`config.mk`:
```
export PLATFORM = sky130hd
export DESIGN_NAME = integer_to_radix_ascii
export DESIGN_NICKNAME = d
export VERILOG_FILES = /design/src/rtl/i2a_pkg.sv /design/src/rtl/i2a_useq.sv /design/src/rtl/integer_to_radix_ascii.sv
export SDC_FILE = /design/constraint.sdc
export NUM_CORES = 1
export LEC_CHECK = 0
export BUFFER_PORTS_ARGS = -buffer_cell sky130_fd_sc_hd__clkbuf_2
export CAP_MARGIN = 15
export CELL_PAD_IN_SITES_DETAIL_PLACEMENT = 2
export CELL_PAD_IN_SITES_GLOBAL_PLACEMENT = 2
export CORE_ASPECT_RATIO = 1.25
export CORE_UTILIZATION = 42
export CTS_BUF_LIST = sky130_fd_sc_hd__clkbuf_8
export DETAILED_ROUTE_END_ITERATION = 12
export PLACE_DENSITY = 0.82
export SYNTH_ARGS = -nofsm -noshare
export SYNTH_HDL_FRONTEND = slang
export SYNTH_SLANG_ARGS = --single-unit
export TNS_END_PERCENT = 20
```
`constraint.sdc`:
```
create_clock -name clk_i -period 3.2 [get_ports clk_i]
set_input_delay 0.16 -clock clk_i [delete_from_list [all_inputs] [get_ports clk_i]]
set_output_delay 0.16 -clock clk_i [all_outputs]
set_load 0.02 [all_outputs]
```
`src/rtl/i2a_pkg.sv`:
```
package i2a_pkg;

  localparam int ValueWidthDefault = 32;
  localparam int RadixW = 6;
  localparam int CharW = 8;
  localparam int PcW = 3;

  localparam logic [RadixW-1:0] RadixReset = 6'd10;
  localparam logic [RadixW-1:0] RadixDecimal = 6'd10;
  localparam logic [RadixW-1:0] RadixMin = 6'd2;
  localparam logic [RadixW-1:0] RadixMax = 6'd36;
  localparam logic [CharW-1:0] CharMinus = 8'h2D;
  localparam logic [CharW-1:0] CharZero = 8'h30;
  localparam logic [CharW-1:0] CharLetterA = 8'h41;

  typedef enum logic [2:0] {
    OpNop,
    OpWait,
    OpDiv,
    OpStore,
    OpSign,
    OpRead,
    OpEmit
  } op_e;

  typedef enum logic [2:0] {
    CondNever,
    CondAlways,
    CondIdle,
    CondDivMore,
    CondMoreDigits,
    CondMoreChars
  } cond_e;

  typedef struct packed {
    op_e            op;
    cond_e          cond;
    logic [PcW-1:0] target;
  } ctrl_t;

  typedef struct packed {
    logic accept;
    logic div_more;
    logic more_digits;
    logic more_chars;
  } status_t;

  localparam logic [PcW-1:0] PcIdle = 3'd0;
  localparam logic [PcW-1:0] PcDiv  = 3'd1;
  localparam logic [PcW-1:0] PcRead = 3'd4;

  // microprogram
  function automatic ctrl_t rom_word(input logic [PcW-1:0] pc);
    ctrl_t w;
    case (pc)
      3'd0: w = '{op: OpWait,  cond: CondIdle,       target: PcIdle};
      3'd1: w = '{op: OpDiv,   cond: CondDivMore,    target: PcDiv};
      3'd2: w = '{op: OpStore, cond: CondMoreDigits, target: PcDiv};
      3'd3: w = '{op: OpSign,  cond: CondNever,      target: PcIdle};
      3'd4: w = '{op: OpRead,  cond: CondNever,      target: PcIdle};
      3'd5: w = '{op: OpEmit,  cond: CondMoreChars,  target: PcRead};
      3'd6: w = '{op: OpNop,   cond: CondAlways,     target: PcIdle};
      default: w = '{op: OpNop, cond: CondAlways,    target: PcIdle};
    endcase
    return w;
  endfunction

  function automatic logic [RadixW-1:0] effective_radix(input logic [RadixW-1:0] r);
    logic [RadixW-1:0] e;
    if (r < RadixMin) begin
      e = RadixMin;
    end else if (r > RadixMax) begin
      e = RadixMax;
    end else begin
      e = r;
    end
    return e;
  endfunction

  function automatic logic [CharW-1:0] digit_char(input logic [RadixW-1:0] d);
    logic [RadixW-1:0] dm;
    logic [CharW-1:0] c;
    dm = (d >= RadixMax) ? RadixW'(d - RadixMax) : d;
    if (dm < RadixDecimal) begin
      c = CharW'(CharZero + {2'b00, dm});
    end else begin
      c = CharW'(CharLetterA + {2'b00, dm} - CharW'(RadixDecimal));
    end
    return c;
  endfunction

endpackage

```
`src/rtl/i2a_useq.sv`:
```
module i2a_useq (
  input  logic             clk_i,
  input  logic             rst_ni,
  input  i2a_pkg::status_t status_i,
  output i2a_pkg::ctrl_t   ctrl_o,
  output logic             busy_o
);

  logic [i2a_pkg::PcW-1:0] pc_q, pc_d;
  logic                    take;

  assign ctrl_o = i2a_pkg::rom_word(pc_q);
  assign busy_o = (pc_q != i2a_pkg::PcIdle);

  always_comb begin
    case (ctrl_o.cond)
      i2a_pkg::CondNever:      take = 1'b0;
      i2a_pkg::CondAlways:     take = 1'b1;
      i2a_pkg::CondIdle:       take = !status_i.accept;
      i2a_pkg::CondDivMore:    take = status_i.div_more;
      i2a_pkg::CondMoreDigits: take = status_i.more_digits;
      i2a_pkg::CondMoreChars:  take = status_i.more_chars;
      default:                 take = 1'b1;
    endcase
    pc_d = take ? ctrl_o.target : i2a_pkg::PcW'(pc_q + 1'b1);
  end

  always_ff @(posedge clk_i or negedge rst_ni) begin
    if (!rst_ni) begin
      pc_q <= i2a_pkg::PcIdle;
    end else begin
      pc_q <= pc_d;
    end
  end

endmodule

```
`src/rtl/integer_to_radix_ascii.sv`:
```
// Conversion: each digit is the remainder of dividing the magnitude by the radix, found
//   one divide bit per cycle; a leading minus is emitted before the digits.
// Flow: a new number is accepted only while idle; each character is read back from the
//   digit store, then emitted. Results come one per strobe, no stall.
// Reset: rst_ni async, active low; radix returns to 10, sequencer goes idle.
module integer_to_radix_ascii #(
  parameter int ValueWidth = i2a_pkg::ValueWidthDefault
) (
  input  logic                            clk_i,
  input  logic                            rst_ni,
  input  logic                            cfg_we_i,
  input  logic [i2a_pkg::RadixW-1:0]      cfg_wdata_i,
  input  logic                            start_i,
  output logic                            busy_o,
  input  logic signed [ValueWidth-1:0]    value_i,
  output logic                            strobe_o,
  output logic [i2a_pkg::CharW-1:0]       character_o,
  output logic                            last_o
);

  localparam int AddrW = $clog2(ValueWidth);
  localparam int CntW  = $clog2(ValueWidth + 1);
  localparam int BitW  = $clog2(ValueWidth);
  localparam int RW    = i2a_pkg::RadixW;
  localparam logic [BitW-1:0] BitLast = BitW'(ValueWidth - 1);

  i2a_pkg::ctrl_t   ctrl;
  i2a_pkg::status_t status;
  logic             busy;

  logic [RW-1:0]         radix_q;
  logic [RW-1:0]         base_q;
  logic                  minus_q;
  logic [ValueWidth-1:0] mag_q, mag_d;
  logic [RW-1:0]         rem_q, rem_d;
  logic [BitW-1:0]       bit_q, bit_d;
  logic [CntW-1:0]       cnt_q, cnt_d;
  logic [RW-1:0]         mem [ValueWidth];
  logic [RW-1:0]         rd_q;

  logic                  accept;
  logic [ValueWidth-1:0] v;
  logic [RW-1:0]         eff;
  logic                  minus_ld;
  logic [RW:0]           rem_sh;
  logic [RW:0]           rem_sub;
  logic                  ge;

  i2a_useq u_useq (
    .clk_i   (clk_i),
    .rst_ni  (rst_ni),
    .status_i(status),
    .ctrl_o  (ctrl),
    .busy_o  (busy)
  );

  assign busy_o   = busy;
  assign accept   = start_i && !busy;
  assign v        = value_i;
  assign eff      = i2a_pkg::effective_radix(radix_q);
  assign minus_ld = v[ValueWidth-1] && (eff == i2a_pkg::RadixDecimal);

  assign rem_sh  = {rem_q, mag_q[ValueWidth-1]};
  assign ge      = (rem_sh >= {1'b0, base_q});
  assign rem_sub = rem_sh - {1'b0, base_q};

  assign status.accept      = accept;
  assign status.div_more    = (bit_q != BitLast);
  assign status.more_digits = (mag_q != '0) && (cnt_q < CntW'(ValueWidth - 1));
  assign status.more_chars  = (cnt_q != CntW'(1));

  always_comb begin
    mag_d = mag_q;
    rem_d = rem_q;
    bit_d = bit_q;
    cnt_d = cnt_q;
    case (ctrl.op)
      i2a_pkg::OpWait: begin
        if (accept) begin
          mag_d = minus_ld ? ValueWidth'(~v + 1'b1) : v;
          rem_d = '0;
          bit_d = '0;
          cnt_d = '0;
        end
      end
      i2a_pkg::OpDiv: begin
        mag_d = {mag_q[ValueWidth-2:0], ge};
        rem_d = ge ? rem_sub[RW-1:0] : rem_sh[RW-1:0];
        bit_d = BitW'(bit_q + 1'b1);
      end
      i2a_pkg::OpStore: begin
        rem_d = '0;
        bit_d = '0;
        cnt_d = CntW'(cnt_q + 1'b1);
      end
      i2a_pkg::OpEmit: begin
        cnt_d = CntW'(cnt_q - 1'b1);
      end
      default: begin
      end
    endcase
  end

  always_ff @(posedge clk_i or negedge rst_ni) begin
    if (!rst_ni) begin
      radix_q  <= i2a_pkg::RadixReset;
      base_q   <= i2a_pkg::RadixDecimal;
      minus_q  <= 1'b0;
      mag_q    <= '0;
      rem_q    <= '0;
      bit_q    <= '0;
      cnt_q    <= '0;
      strobe_o <= 1'b0;
    end else begin
      if (cfg_we_i) begin
        radix_q <= cfg_wdata_i;
      end
      if (accept) begin
        base_q  <= eff;
        minus_q <= minus_ld;
      end
      mag_q    <= mag_d;
      rem_q    <= rem_d;
      bit_q    <= bit_d;
      cnt_q    <= cnt_d;
      strobe_o <= (ctrl.op == i2a_pkg::OpEmit) || ((ctrl.op == i2a_pkg::OpSign) && minus_q);
    end
  end

  always_ff @(posedge clk_i) begin
    if (ctrl.op == i2a_pkg::OpStore) begin
      mem[cnt_q[AddrW-1:0]] <= rem_q;
    end
    if (ctrl.op == i2a_pkg::OpRead) begin
      rd_q <= mem[AddrW'(cnt_q - 1'b1)];
    end
  end

  always_ff @(posedge clk_i) begin
    if (ctrl.op == i2a_pkg::OpSign) begin
      character_o <= i2a_pkg::CharMinus;
      last_o      <= 1'b0;
    end else if (ctrl.op == i2a_pkg::OpEmit) begin
      character_o <= i2a_pkg::digit_char(rd_q);
      last_o      <= (cnt_q == CntW'(1));
    end
  end

  a_last_ends: assert property (@(posedge clk_i) disable iff (!rst_ni)
    strobe_o && last_o |=> !strobe_o)
    else $error("strobe follows a last character");

  a_strobe_busy: assert property (@(posedge clk_i) disable iff (!rst_ni)
    strobe_o |-> busy_o)
    else $error("result strobe while idle");

  a_accept_busy: assert property (@(posedge clk_i) disable iff (!rst_ni)
    start_i && !busy_o |=> busy_o)
    else $error("accepted beat did not start conversion");

  a_cnt_range: assert property (@(posedge clk_i) disable iff (!rst_ni)
    cnt_q <= CntW'(ValueWidth))
    else $error("digit count out of range");

endmodule

```
Word-level counts from Yosys, hierarchy flattened
Memories as Yosys holds them, arrays and structs flattened. A register that Yosys moved wholly into a read port is not among the register bits.
Index checks and enable logic that the tools add are counted.
{ "totals": {"reg_bits": 75, "mem_bits_rw": 192, "input_bits": 42, "mem_count": 1} }
{ "op_classes": {"add_sub_neg": 10, "order_cmp": 6, "n_eq_ne": 20, "muxes": 18, "n_bitwise": 1, "reduce_logical": 17} }
{ "mem_list": {"columns": ["name", "depth", "word_bits", "read_ports", "rd_ports_with_merged_regs", "write_ports", "line", "source"], "rows": [
  ["mem", 32, 6, 1, 1, 1, "integer_to_radix_ascii.sv:38", "logic [RW-1:0] mem [ValueWidth];"]
]} }
{ "ops": {"columns": ["operator", "count"], "rows": [
  ["$mux 32", 2],
  ["$pmux 32 s2", 1],
  ["$pmux 9 s6", 1],
  ["$pmux 6 s3", 2],
  ["$add 32x1->32 const B", 1],
  ["$not 32->32", 1],
  ["$reduce_bool 32->1", 1],
  ["$mux 6", 5],
  ["$eq 3x3->1 const B", 7],
  ["$eq 3x2->1 const B", 6],
  ["$pmux 5 s3", 1],
  ["$reduce_bool 3->1", 3],
  ["$add 7x6->8 const A", 1],
  ["$mux 8", 1],
  ["$sub 8x4->8 const B", 1],
  ["$add 6x6->7 const A", 1],
  ["$ge 7x6->1", 1],
  ["$add 6x1->6 const B", 1],
  ["$eq 3x1->1 const B", 2],
  ["$eq 6x1->1 const B", 1],
  ["$eq 6x4->1 const B", 1],
  ["$ge 6x6->1 const B", 1],
  ["$gt 6x6->1 const B", 1],
  ["$logic_not 3->1", 2],
  ["20 further kinds", 27]
]} }

Longest topological paths before layout
{ "logic_depth": {"ltp_word": 8, "ltp_mapped": 11, "depth_no_buf": 11} }

Hierarchy
A second synthesis with hierarchy kept.
{ "unflattened": {"hier_cells": 876, "area_unflattened_um2": 12482.0} }
{ "by_module_without_submodules": {"columns": ["module", "n_inst", "cells_per_inst", "area_per_inst_um2", "seq_area_each_um2"], "rows": [
  ["integer_to_radix_ascii", 1, 833, 12147.9, 7687.4],
  ["i2a_useq", 1, 43, 334.1, 75.1]
]} }

Least setup slack after synthesis
No wires, ideal clock.
{ "synth_timing": {"kind": "flip-flop to flip-flop", "start": "reg cnt_q[0]", "end": "reg rd_q[0] (read register of mem) (data pin)", "setup_ps": 260, "t_arrival_ps": 2861, "slack_ps": 79, "path_stages_with_launch": 9, "path_buffers": 3, "synth_period_minus_slack_ps": 3121, "cell_sequence": "dfrtp_1 > buf_2 > buf_2 > inv_1 > ha_1 > xnor2_1 > clkbuf_1 > mux4_2 > mux2_2"} }
{ "synth_between": {"elab_chain_len": 1} }
{ "synth_rtl": {"columns": ["item", "line", "source"], "rows": [
  ["start, declared", "integer_to_radix_ascii.sv:37", "logic [CntW-1:0] cnt_q, cnt_d;"],
  ["start signal, assigned", "integer_to_radix_ascii.sv:125", "cnt_q <= cnt_d;"],
  ["$sub 6x1->6", "integer_to_radix_ascii.sv:135", "rd_q <= mem[AddrW'(cnt_q - 1'b1)];"],
  ["end, declared", "integer_to_radix_ascii.sv:39", "logic [RW-1:0] rd_q;"]
]} }
No other way between the ends.
A chain may end at the register's enable or synchronous reset.

Worst setup path in the final report
{ "layout_timing": {"start": "reg base_q[1]", "end": "reg rem_q[1]"} }
{ "layout_between": {"elab_chain_len": 3, "word_cells_on_any_way": 4, "classes_between": "1 x add/sub; 1 x order compare; 2 x mux"} }
{ "layout_rtl": {"columns": ["item", "line", "source"], "rows": [
  ["start, declared", "integer_to_radix_ascii.sv:32", "logic [RW-1:0] base_q;"],
  ["start signal, assigned", "integer_to_radix_ascii.sv:107", "base_q <= i2a_pkg::RadixDecimal;"],
  ["$sub 6x6->6 or $ge 7x6->1 (tied branches)", "integer_to_radix_ascii.sv:65, integer_to_radix_ascii.sv:64", null],
  ["$mux 6 (*)", "integer_to_radix_ascii.sv:88", "rem_d = ge ? rem_sub[RW-1:0] : rem_sh[RW-1:0];"],
  ["$pmux 6 s3 (*)", "integer_to_radix_ascii.sv:77", "case (ctrl.op)"],
  ["end signal, assigned", "integer_to_radix_ascii.sv:123", "rem_q <= rem_d;"],
  ["end, declared", "integer_to_radix_ascii.sv:35", "logic [RW-1:0] rem_q, rem_d;"]
]} }
Mark *: on every way between the ends. The rest lies on a longest branch, timed or not.

==> flow_summary_export.csv <==
group,metric,value,unit
setup_path,arrival,3.34,ns
sta,max-slew-margin-rel,0.394,
routing,drc_errors,0,
sta,finalCriticalPeriod,2.90,ns
sta,grt_setup_unrepaired,"no",
finish,stdcell_area,14800,um^2
floorplan,die_area,30800,um^2
status,status,"finished clean",
floorplan,fp.dieH,196,um
routing,vias,8396,
grt,antenna_found_initial,0,
clocking,htreeDepth,2,
clocking,clk_latency,0.58,ns
grt,grtUsageTotal,0.260,
grt,grt_pass1_vias,9813,
clocking,cts.sinks,272,
setup_path,crit_type,"reg2reg",
routing,drt_first_pass_iters,4,
setup_path,crit_buf_inv,1,
routing,drt_iter0_drc,459,
logic_synthesis,synth_edf_count,198,
floorplan,die_x,157,um
logic_synthesis,yosys_warnings,0,
pwr,p_sw_frac,0.389,
logic_synthesis,synth.distinct_cells,71,
worst_hold_path,hp-class,"in2reg",
clocking,path_clk_slew,0.06,ns
finish,diodes,0,
grt,grt_max_degree,58,
floorplan,fp.coreArea,29400,um^2
logic_synthesis,async_reset_ff_frac,0.243,
worst_hold_path,hold_path.startpoint,"value_i[29]",
sta,hold_viol,0,
logic_synthesis,synth_area_leader_cell,"edfxtp_1",
setup_path,r2r_start,"base_q[1]$_DFFE_PN1P_",
pwr,clkPwrFrac,0.205,
logic_synthesis,syn_area,12700,um^2
pwr,p_comb_frac,0.439,
sta,fin_worst_skew,0.0286,ns
logic_synthesis,syn_area_per_cell,13.8,um^2
floorplan,rows,70,
logic_synthesis,syn_nets,984,
logic_synthesis,syn_inst,915,
logic_synthesis,ys_seq_elements,272,
floorplan,initial_utilization,0.430,
sta,timing.setup.tns,0,ns
sta,worst_pin_slew,0.907,ns
pwr,p_sw,5410,uW
sta,finalSetupViolCount,0,
clocking,numCtsBuffers,46,
pwr,p_leak,0.00543,uW
setup_path,start_kind,"register",
logic_synthesis,netlist_top_cells_area,"edfxtp_1, dfrtp_1, mux4_2",
sta,max_freq,0.345,GHz
logic_synthesis,netlist_top_cells_count,"edfxtp_1, nand2_1, nor2_1",
logic_synthesis,synth_top_area_frac,0.470,
setup_path,max_stage_delay,0.56,ns
finish,area_delta_synth_final,16.9,%
pwr,intPower,8510,uW
routing,avgRoutedWirePerCell,25.7,um
logic_synthesis,ys_seq_area_frac,0.613,
setup_path,required,3.64,ns
pwr,seqPwrFrac,0.356,
logic_synthesis,synthMostInstantiatedCell,"edfxtp_1",
setup_path,cp-startpoint,"base_q[1]$_DFFE_PN1P_",
routing,antenna_left,0,
setup_path,end_kind,"register",
pwr,ir_worst_vdd,536,uV
clocking,cts_root_buffer,"clkbuf_8",
routing,routed_wl,38100,um
setup_path,cpMaxStageDelayCell,"dfstp_2",
floorplan,pin_count,53,
sta,finalCritPeriodShare,0.906,
grt,grt_pass1_wl,59300,um
place,detailed_place_hpwl,25400,um
place,place_congestion,0.794,
logic_synthesis,synth_flop_cell,"edfxtp_1",
finish,drive_gt1_frac,0.242,
job,drv_cap,0,
setup_path,cp_cell_sequence,"inv_1, ha_1, nor2b_1, o21ai_0, a21boi_0, o31ai_1, and3_1, nor3_1, a221o_1",
setup_path,path_delay_family,"compound AO/OA/AOI/OAI gates",
setup_path,cp_max_fo,8,
place,dpl_cell_area,13700,um^2
grt,overflow,0,
clocking,clock_tree.buffer_depth,3,
routing,viasPerCell,5.66,
sta,drv_slew,0,
place,numPortBuffers,51,
pwr,power.density,941,nW/um^2
clocking,tritoncts,"done",
finish,nNetsFinal,1123,
metal layers:
metal | wire length (um) | vias to the layer above | track usage | share of wire
li1 | - | 3785 | - | -
met1 | 14000 | 4355 | 0.286 | 0.37
met2 | 21500 | 174 | 0.499 | 0.57
met3 | 1260 | 82 | 0.0338 | 0.033
met4 | 1320 | 0 | 0.0967 | 0.035
met5 | 0 | - | 0 | 0
sequential cells by signal, summed over array words and instances, names as in the netlist:
signal       count
cnt_q            6
bit_q            5
mag_q           32
rem_q            6
u_useq.pc_q      3
last_o           1
radix_q          6
mem            192
minus_q          1
strobe_o         1
rd_q             6
character_o      7
base_q           6
logic make-up (layout without fill, tap and decap cells):
logic type / Yosys count / count (layout) / share of synthesized area
flops: 272 / 272 / 0.613
simple gates: 239 / 239 / 0.0909
compound gates: 181 / 181 / 0.0898
mux: 84 / 84 / 0.127
buf+inv: 73 / 246 / 0.0251
xor+xnor: 37 / 37 / 0.0256
fa+ha+maj: 28 / 28 / 0.0281
other cells: 1 / 1 / 0.000296
stage by stage:
| step | util | worst slack [ns] | hold WS [ns] | instances | power, uW |
|---|---|---|---|---|---|
| 6_report | 0.503 | 0.301 | 0.0265 | 1484 | 13900 |
| 5_1_grt | 0.503 | 0.0943 | 0.0390 | 1484 | 14700 |
| 4_1_cts | 0.502 | 0.173 | 0.00237 | 1483 | 14000 |
| 3_5_place_dp | 0.465 | 0.247 | 0.166 | 1373 | 11000 |
| 3_3_place_gp | 0.465 | 0.379 | 0.157 | 1373 | 10600 |
| 2_1_floorplan | - | 0.0791 | -0.136 | 915 | 9050 |
power by group through the flow:
stage | clock network [uW] | registers (uW) | logic, uW
floorplan | 0 | 4980 | 4070
global placement | 0 | 4990 | 5620
detailed placement | 0 | 5030 | 5990
CTS | 2910 | 4970 | 6110
global route | 3050 | 5000 | 6650
finish | 2860 | 4950 | 6120
timing repair:
action | 4_1_cts | 5_1_grt
endpoints found under the hold margin | 40 | 0
gates resized for setup | 0 | 2
setup endpoints to repair | 0 | 4
hold buffers | 28 | 0
setup buffers | 0 | 0
worst min-delay path, cell delays in order:
cell,delay (ns)
clkbuf_2,0.10
xnor2_1,0.07
nor2_1,0.09
o21ai_0,0.11
cell usage in the layout, fill, tap and decap left out, types with 25 or more instances in the layout:
cell type      instances
o21ai_0               60
buf_4                 56
clkbuf_8              46
nand2_1               81
mux4_2                60
a21oi_1               35
nor2_1                68
inv_1                 40
clkbuf_2              50
dlygate4sd3_1         28
edfxtp_1             198
ha_1                  25
dfrtp_1               61
final cells by class:
cell class	instances	area (um^2)
well taps	396	495
flip-flops and latches	272	7770
fillers	2832	14600
clock inverters	36	178
repair buffers	138	1020
clock buffers	46	633
multi-input cells	570	4600
inverters	26	97.6
worst paths after layout:
| path | end | slack (ns) | cells past startpoint |
|---|---|---|---|
| min in group asynchronous | mag_q[5]$_DFFE_PN0P_ | 0.10 | 2 |
| worst max register to register | rem_q[1]$_DFFE_PN0P_ | 0.30 | 9 |
| worst min-delay path | mag_q[29]$_DFFE_PN0P_ | 0.03 | 4 |
| max in group asynchronous | cnt_q[0]$_DFFE_PN0P_ | 1.99 | 3 |
| worst min register to register | character_o[2]$_SDFFE_PN1N_ | 0.46 | 2 |
| worst max-delay path | rem_q[1]$_DFFE_PN0P_ | 0.30 | 9 |
(Power assumes the default switching activity.)
